### src/hdl/spef_pkg.sv
// Shared constants for the scanline polygon edge-fill block.
// Used by the divider, the edge table, the top level and its checker.
package spef_pkg;

   // Coordinate and fixed-point widths.
   localparam int X_W    = 9;
   localparam int FRAC_W = 16;
   localparam int QUO_W  = X_W + FRAC_W;
   localparam int ACC_W  = QUO_W + 1;

   // Largest x coordinate; this is also the empty value of a left entry.
   localparam logic [X_W-1:0] X_MAX = 9'd511;

   // Operation codes of an input transaction.
   localparam logic [1:0] OP_CLEAR = 2'd0;
   localparam logic [1:0] OP_ADD   = 2'd1;
   localparam logic [1:0] OP_READ  = 2'd2;

endpackage

### src/hdl/spef_div.sv
// Iterative restoring divider that produces the edge slope magnitude.
// One quotient bit per cycle; depends on spef_pkg.
module spef_div (
   input  logic                      clock,
   input  logic                      reset,
   input  logic                      start,
   input  logic [spef_pkg::QUO_W-1:0] num,
   input  logic [spef_pkg::X_W-1:0]   den,
   output logic                      done,
   output logic [spef_pkg::QUO_W-1:0] quot
);

   localparam int CNT_W = $clog2(spef_pkg::QUO_W + 1);

   logic [spef_pkg::QUO_W-1:0] quo_ff, quo_in;
   logic [spef_pkg::X_W-1:0]   rem_ff, rem_in;
   logic [spef_pkg::X_W-1:0]   den_ff, den_in;
   logic [CNT_W-1:0]           cnt_ff, cnt_in;
   logic                       busy_ff, busy_in;
   logic                       done_ff, done_in;
   logic [spef_pkg::X_W:0]     rem_sh;
   logic [spef_pkg::X_W+1:0]   diff;
   logic                       ge;

   // One restoring step: shift in the next dividend bit and try to subtract.
   // The divisor is captured at start, since the input side moves on.
   always_comb begin
      rem_sh = {rem_ff, quo_ff[spef_pkg::QUO_W-1]};
      diff   = {1'b0, rem_sh} - {2'b00, den_ff};
      ge     = ~diff[spef_pkg::X_W+1];
      quo_in  = quo_ff;
      rem_in  = rem_ff;
      den_in  = den_ff;
      cnt_in  = cnt_ff;
      busy_in = busy_ff;
      done_in = 1'b0;
      if (start) begin
         quo_in  = num;
         rem_in  = '0;
         den_in  = den;
         cnt_in  = CNT_W'(spef_pkg::QUO_W);
         busy_in = 1'b1;
      end else if (busy_ff) begin
         quo_in = {quo_ff[spef_pkg::QUO_W-2:0], ge};
         rem_in = ge ? diff[spef_pkg::X_W-1:0] : rem_sh[spef_pkg::X_W-1:0];
         cnt_in = cnt_ff - 1'b1;
         if (cnt_ff == CNT_W'(1)) begin
            busy_in = 1'b0;
            done_in = 1'b1;
         end
      end
   end

   // Control state is reset; the datapath is not.
   always_ff @(posedge clock) begin
      quo_ff <= quo_in;
      rem_ff <= rem_in;
      den_ff <= den_in;
      if (reset) begin
         cnt_ff  <= '0;
         busy_ff <= 1'b0;
         done_ff <= 1'b0;
      end else begin
         cnt_ff  <= cnt_in;
         busy_ff <= busy_in;
         done_ff <= done_in;
      end
   end

   assign done = done_ff;
   assign quot = quo_ff;

endmodule

### config.mk
export PLATFORM = sky130hd
export DESIGN_NAME = spef_div
export DESIGN_NICKNAME = d
export VERILOG_FILES = /design/src/hdl/spef_pkg.sv /design/src/hdl/spef_div.sv
export SDC_FILE = /design/constraint.sdc
export NUM_CORES = 1
export LEC_CHECK = 0
export BUFFER_PORTS_ARGS = -buffer_cell sky130_fd_sc_hd__buf_2
export CAP_MARGIN = 20
export CORE_MARGIN = 2
export CORE_UTILIZATION = 40
export DETAILED_ROUTE_END_ITERATION = 8
export PLACE_DENSITY = 0.65
export SLEW_MARGIN = 20
export SYNTH_ARGS = -nofsm -noshare
export SYNTH_HDL_FRONTEND = slang
export SYNTH_SLANG_ARGS = --single-unit
### constraint.sdc
create_clock -name clock -period 2.1 [get_ports clock]
set_clock_uncertainty 0.2 [all_clocks]
set_input_delay 0.315 -clock clock [delete_from_list [all_inputs] [get_ports clock]]
set_output_delay 0.315 -clock clock [all_outputs]
set_load 0.05 [all_outputs]
Yosys cells after proc, flatten, opt, wreduce, memory -nomap -nowiden
Cells that the tools add are included.
{"block": "totals", "register_bits": 50, "latchBits": 0, "ram_bits": 0, "mem_bits_ro": 0, "in_bits": 37, "output_inout_bits": 26, "elab_cells": 24, "mem_count": 0}
{"block": "op_classes", "addsub": 2, "multipliers": 0, "div_mod_pow": 0, "magnitude_cmp": 0, "eq_ne": 1, "n_shift": 0, "n_mux": 9, "n_bitwise": 2, "reduce_logical": 3}
{"operator": "$mux 25", "count": 2}
{"operator": "$sub 10x9->11", "count": 1}
{"operator": "$mux 5", "count": 2}
{"operator": "$mux 9", "count": 1}
{"operator": "$eq 5x1->1 const B", "count": 1}
{"operator": "$sub 5x1->5 const B", "count": 1}
{"operator": "$mux 1", "count": 4}
{"operator": "$reduce_or 3->1", "count": 1}
{"operator": "$not 1->1", "count": 2}
{"operator": "$reduce_bool 2->1", "count": 1}
{"operator": "$reduce_or 2->1", "count": 1}

Longest topological paths before layout
{"block": "depth", "word_depth": 4, "depth_mapped": 9, "ltp_nobuf": 9}

Worst setup path after synthesis
OpenSTA, ideal clock, no wires.
{"block": "synth_timing", "path_type": "register to register", "from": "register quo_ff, in the netlist quot[24]", "to": "register quo_ff, in the netlist quot[0] (data pin)", "setup_time_ns": 0.260, "arrival_time_ns": 2.149, "required_time_ns": 1.640, "slack_ns": -0.509, "stages_incl_launch_ff": 10, "n_path_buf": 0, "synth_period_minus_slack_ns": 2.609, "path_cell_list": "edfxtp_1 > inv_1 > ha_1 > inv_1 > fa_1 > a21o_1 > nand3_2 > a21o_1 > nand2_1 > mux2_2"}
{"block": "synth_between", "elab_chain_cells": 4}
{"element": "start: declaration", "line_no": "spef_div.sv:15", "rtl": "logic [spef_pkg::QUO_W-1:0] quo_ff, quo_in;"}
{"element": "start signal: assignment", "line_no": "spef_div.sv:56", "rtl": "quo_ff <= quo_in;"}
{"element": "$sub 10x9->11", "line_no": "spef_div.sv:29", "rtl": "diff = {1'b0, rem_sh} - {2'b00, den_ff};"}
{"element": "$not 1->1", "line_no": "spef_div.sv:30", "rtl": "ge = ~diff[spef_pkg::X_W+1];"}
{"element": "$mux 25", "line_no": "spef_div.sv:43", "rtl": "end else if (busy_ff) begin"}
{"element": "$mux 25", "line_no": "spef_div.sv:37", "rtl": "if (start) begin"}
{"element": "net quo_in, one bit", "line_no": "spef_div.sv:15"}
The timed path passes the listed nets, and every way through them passes these cells. The select of a mux whose other input is x is not followed.
A chain may end at the register's enable or synchronous reset.

Worst setup path after layout
{"block": "layout_timing", "from": "register quo_ff, in the netlist quot[24]", "to": "register rem_ff[8] (netlist bit)"}
{"block": "layout_between", "elab_chain_cells": 2}
{"element": "$sub 10x9->11", "line_no": "spef_div.sv:29"}
{"element": "$mux 9", "line_no": "spef_div.sv:45", "rtl": "rem_in = ge ? diff[spef_pkg::X_W-1:0] : rem_sh[spef_pkg::X_W-1:0];"}
{"element": "end signal: assignment", "line_no": "spef_div.sv:57", "rtl": "rem_ff <= rem_in;"}
{"element": "end: declaration", "line_no": "spef_div.sv:16", "rtl": "logic [spef_pkg::X_W-1:0] rem_ff, rem_in;"}
Every way passes these cells.

==> qor.txt <==
Via count -> 1961
Drc violations -> 0
Post-synthesis register bit count -> 50
Max-slew violation count -> 0
RSZ-0062 raised after global routing -> true
WL per Instance -> 14.26 µm
TritonRoute pass-1 iters -> 4
# H-tree levels -> 2
Cells along the critical path -> inv_2 > ha_4 > inv_2 > fa_2 > a21o_1 > nand3_4 > a21oi_2 > or4_1 > a32o_1
Mapped Area -> 0.002484 mm²
Largest net degree at the start of global routing -> 17
Setup TNS -> -1.099 ns
Root Driver -> clkbuf_8
Via density -> 5.134
CTS Buf Count -> 5
Synth Instances -> 206
Placed inst area -> 0.003085 mm²
CP Capture Type -> flip-flop
Leak -> 1.439 nW
Synth Warn # -> 0
Cell area after layout -> 0.003382 mm²
Crit-path leading delay family -> compound AO/OA/AOI/OAI gates
Post-synthesis sequential area ratio -> 54.01%
Antenna-violating nets left -> 0
Final period util -> 110.7%
Pwr dens -> 753.9 mW/mm²
Initial antenna violation count -> 0
Worst-Skew Late Latency -> 0.30 ns
Initial drt markers -> 64
Inst Count DP -> 363
Synth cell types -> 41
Die Ht -> 82.80 µm
Ports -> 63
Fillers -> 530
HPWL after DPL -> 3.952 mm
Failing checks -> negative setup slack
VDD IR-drop max -> 0.4798 mV
Hold WC Path Type -> in -> reg
DIE WIDTH -> 82.80 µm
Worst stage delay on the critical path -> 0.41 ns
# diodes -> 0
Relative slew slack -> 72.60%
Max-cap violations -> 0
Worst Max-Slew Pin Slew -> 0.4105 ns
Critical path fanouts, max -> 4
Layout cells sized above 1 -> 46.58%
Fmax -> 0.4302 GHz
Synth Net Count -> 255
Most frequent cell on the critical path -> inv_2
Critical path startpoint category -> flip-flop
CORE AREA -> 0.005956 mm²
GP Congestion -> 0.7923
Slowest CP cell -> edfxtp_1
Rows -> 28
Area grow syn2layout -> 36.17%
Final worst slack -> -0.2247 ns
Gr ovfl total -> 0
Critical path buffers and inverters -> 2
IO buf count -> 62
Max clock buf depth -> 2
Critical Path AT -> 2.33 ns
Status -> finished, violations left
Clock-pin slew on the worst setup and hold paths -> 0.09 ns
CP Class -> reg -> reg
CTS tree -> yes
Die ar. -> 0.006855 mm²
Tmin final -> 2.325 ns
Req. time, crit path -> 2.10 ns
Post-Route WL -> 5.446 mm
Final Hold Fails -> 0
First-pass GRT wire length -> 8.990 mm
Initial Utilization -> 41.70%
Vias in the first global route -> 1943
Final setup vio count -> 10
Final Net Count -> 355
CTS sink cnt -> 50
Overall track demand over capacity in global routing -> 17.22%
Fin cells -> 382
Synth Area per Inst -> 12.06 µm²
[cells in the mapped netlist]
cell type | number | area [µm²]
edfxtp_1 | 34 | 1021
mux2_2 | 26 | 292.8
nor2_1 | 17 | 63.81
dfxtp_1 | 16 | 320.3
inv_1 | 15 | 56.30
ha_1 | 11 | 137.6
nand2_1 | 10 | 37.54
a21oi_1 | 9 | 45.04
clkbuf_1 | 7 | 26.28
o21ai_0 | 6 | 30.03
nand3_1 | 5 | 25.02
a311oi_1 | 4 | 35.03
o211ai_1 | 4 | 30.03
xor2_1 | 4 | 35.03
a21o_1 | 3 | 22.52
o221ai_1 | 3 | 26.28
a211o_1 | 2 | 17.52
a32o_1 | 2 | 20.02
nor2b_1 | 2 | 12.51
nor3_1 | 2 | 10.01
nor3b_1 | 2 | 15.01
o31a_1 | 2 | 17.52
xnor2_1 | 2 | 17.52
a2111oi_0 | 1 | 8.760
a221oi_4 | 1 | 26.28
a22oi_1 | 1 | 7.510
and2_1 | 1 | 6.260
and2_4 | 1 | 8.760
and3_1 | 1 | 6.260
and4_1 | 1 | 8.760
buf_1 | 1 | 3.750
fa_1 | 1 | 20.02
nand2b_1 | 1 | 6.260
nand3_2 | 1 | 10.01
nand3b_1 | 1 | 7.510
nor4b_1 | 1 | 8.760
o21bai_1 | 1 | 7.510
o41ai_1 | 1 | 8.760
or3_1 | 1 | 6.260
or4_1 | 1 | 7.510
or4b_2 | 1 | 10.01
[cell usage in the layout (no fill, tap or decap), drive strengths merged, types with 3 or more instances in the layout]
cell type,Yosys,routed
a21oi,9,9
a311oi,4,4
nor2,17,17
dfxtp,16,16
o221ai,3,3
buf,1,92
xor2,4,4
inv,15,15
nand3,6,6
a21o,3,3
mux2,26,26
dlygate4sd3,0,9
clkbuf,7,7
ha,11,11
o211ai,4,4
o21ai,6,6
nand2,10,10
edfxtp,34,34
[logic make-up after synthesis]
group                      synth area share, %
DFF                                      54.01
adders and majority gates                6.348
buffers and inverters                    3.476
muxes                                    11.79
xor gates and xnor gates                 2.116
AOI/OAI and AO/OA                        12.19
and+or+nand+nor                          10.08
[through the flow]
step | setup slack [ns] | hold WS (ns) | power, mW | util, %
2_1_floorplan | -0.4551 | 0.1874 | 1.650 | -
3_3_place_gp | -0.2064 | 0.2785 | 1.851 | 51.81
3_5_place_dp | -0.2614 | 0.2915 | 1.858 | 51.81
4_1_cts | -0.2560 | 0.001997 | 2.544 | 55.71
5_1_grt | -0.3205 | 0.06630 | 2.670 | 56.79
6_report | -0.2247 | 0.06402 | 2.550 | 56.79
[final timing paths]
check | endpoint | start | depth (start not counted) | slack (ns)
max | rem_ff[8]$_SDFFE_PP0P_ | quot[24]$_DFFE_PP_ | 9 | -0.22
min | cnt_ff[0]$_SDFFE_PP0P_ | reset | 2 | 0.06
max reg2reg | rem_ff[8]$_SDFFE_PP0P_ | quot[24]$_DFFE_PP_ | 9 | -0.22
min reg2reg | cnt_ff[1]$_SDFFE_PP0P_ | cnt_ff[1]$_SDFFE_PP0P_ | 2 | 0.31
[report_power, final]
group	leakage, nW	internal, mW	switching (mW)
Combinational	0.915	0.275	0.409
Sequential	0.471	1.15	0.0496
Clock	0.0524	0.357	0.308
Total	1.44	1.78	0.766
[routing by layer]
| metal | up-vias | track usage (%) | wire length, µm |
|---|---|---|---|
| li1 | 969 | - | - |
| met5 | - | 0 | 0 |
| met2 | 55 | 28.23 | 2603 |
| met4 | 0 | 5.082 | 77 |
| met3 | 9 | 4.437 | 333 |
| met1 | 928 | 22.49 | 2432 |
[worst register-to-register path, stage by stage (launching register included)]
cell      delay [ns]
edfxtp_1        0.41
inv_2           0.09
ha_4            0.13
inv_2           0.03
fa_2            0.33
a21o_1          0.22
nand3_4         0.11
a21oi_2         0.07
or4_1           0.41
a32o_1          0.23
[final cells by class]
type,instances,area (µm²),area share (%)
clock buffers,7,76.32,2.257
clock inverters,1,30.03,0.8879
multi-input cells,133,1135,33.56
well taps,75,93.84,2.775
flip-flops and latches,50,1341,39.66
inverters,15,56.30,1.665
repair buffers,101,649.4,19.20
[what timing repair did]
action | CTS | global route
setup buffers | 1 | 1
gates resized for setup | 9 | 9
pin swaps | 9 | 11
cloned | 0 | 0
hold buffers | 8 | 1
endpoints found under the hold margin | 8 | 1
setup endpoints to repair | 10 | 10
[flip-flops by register name, indices dropped and copies added, names as in the netlist]
register,cells
rem_ff,9
cnt_ff,5
busy_ff,1
quot,25
done,1
den_ff,9
Note: power is estimated with default switching activity, not from simulation.
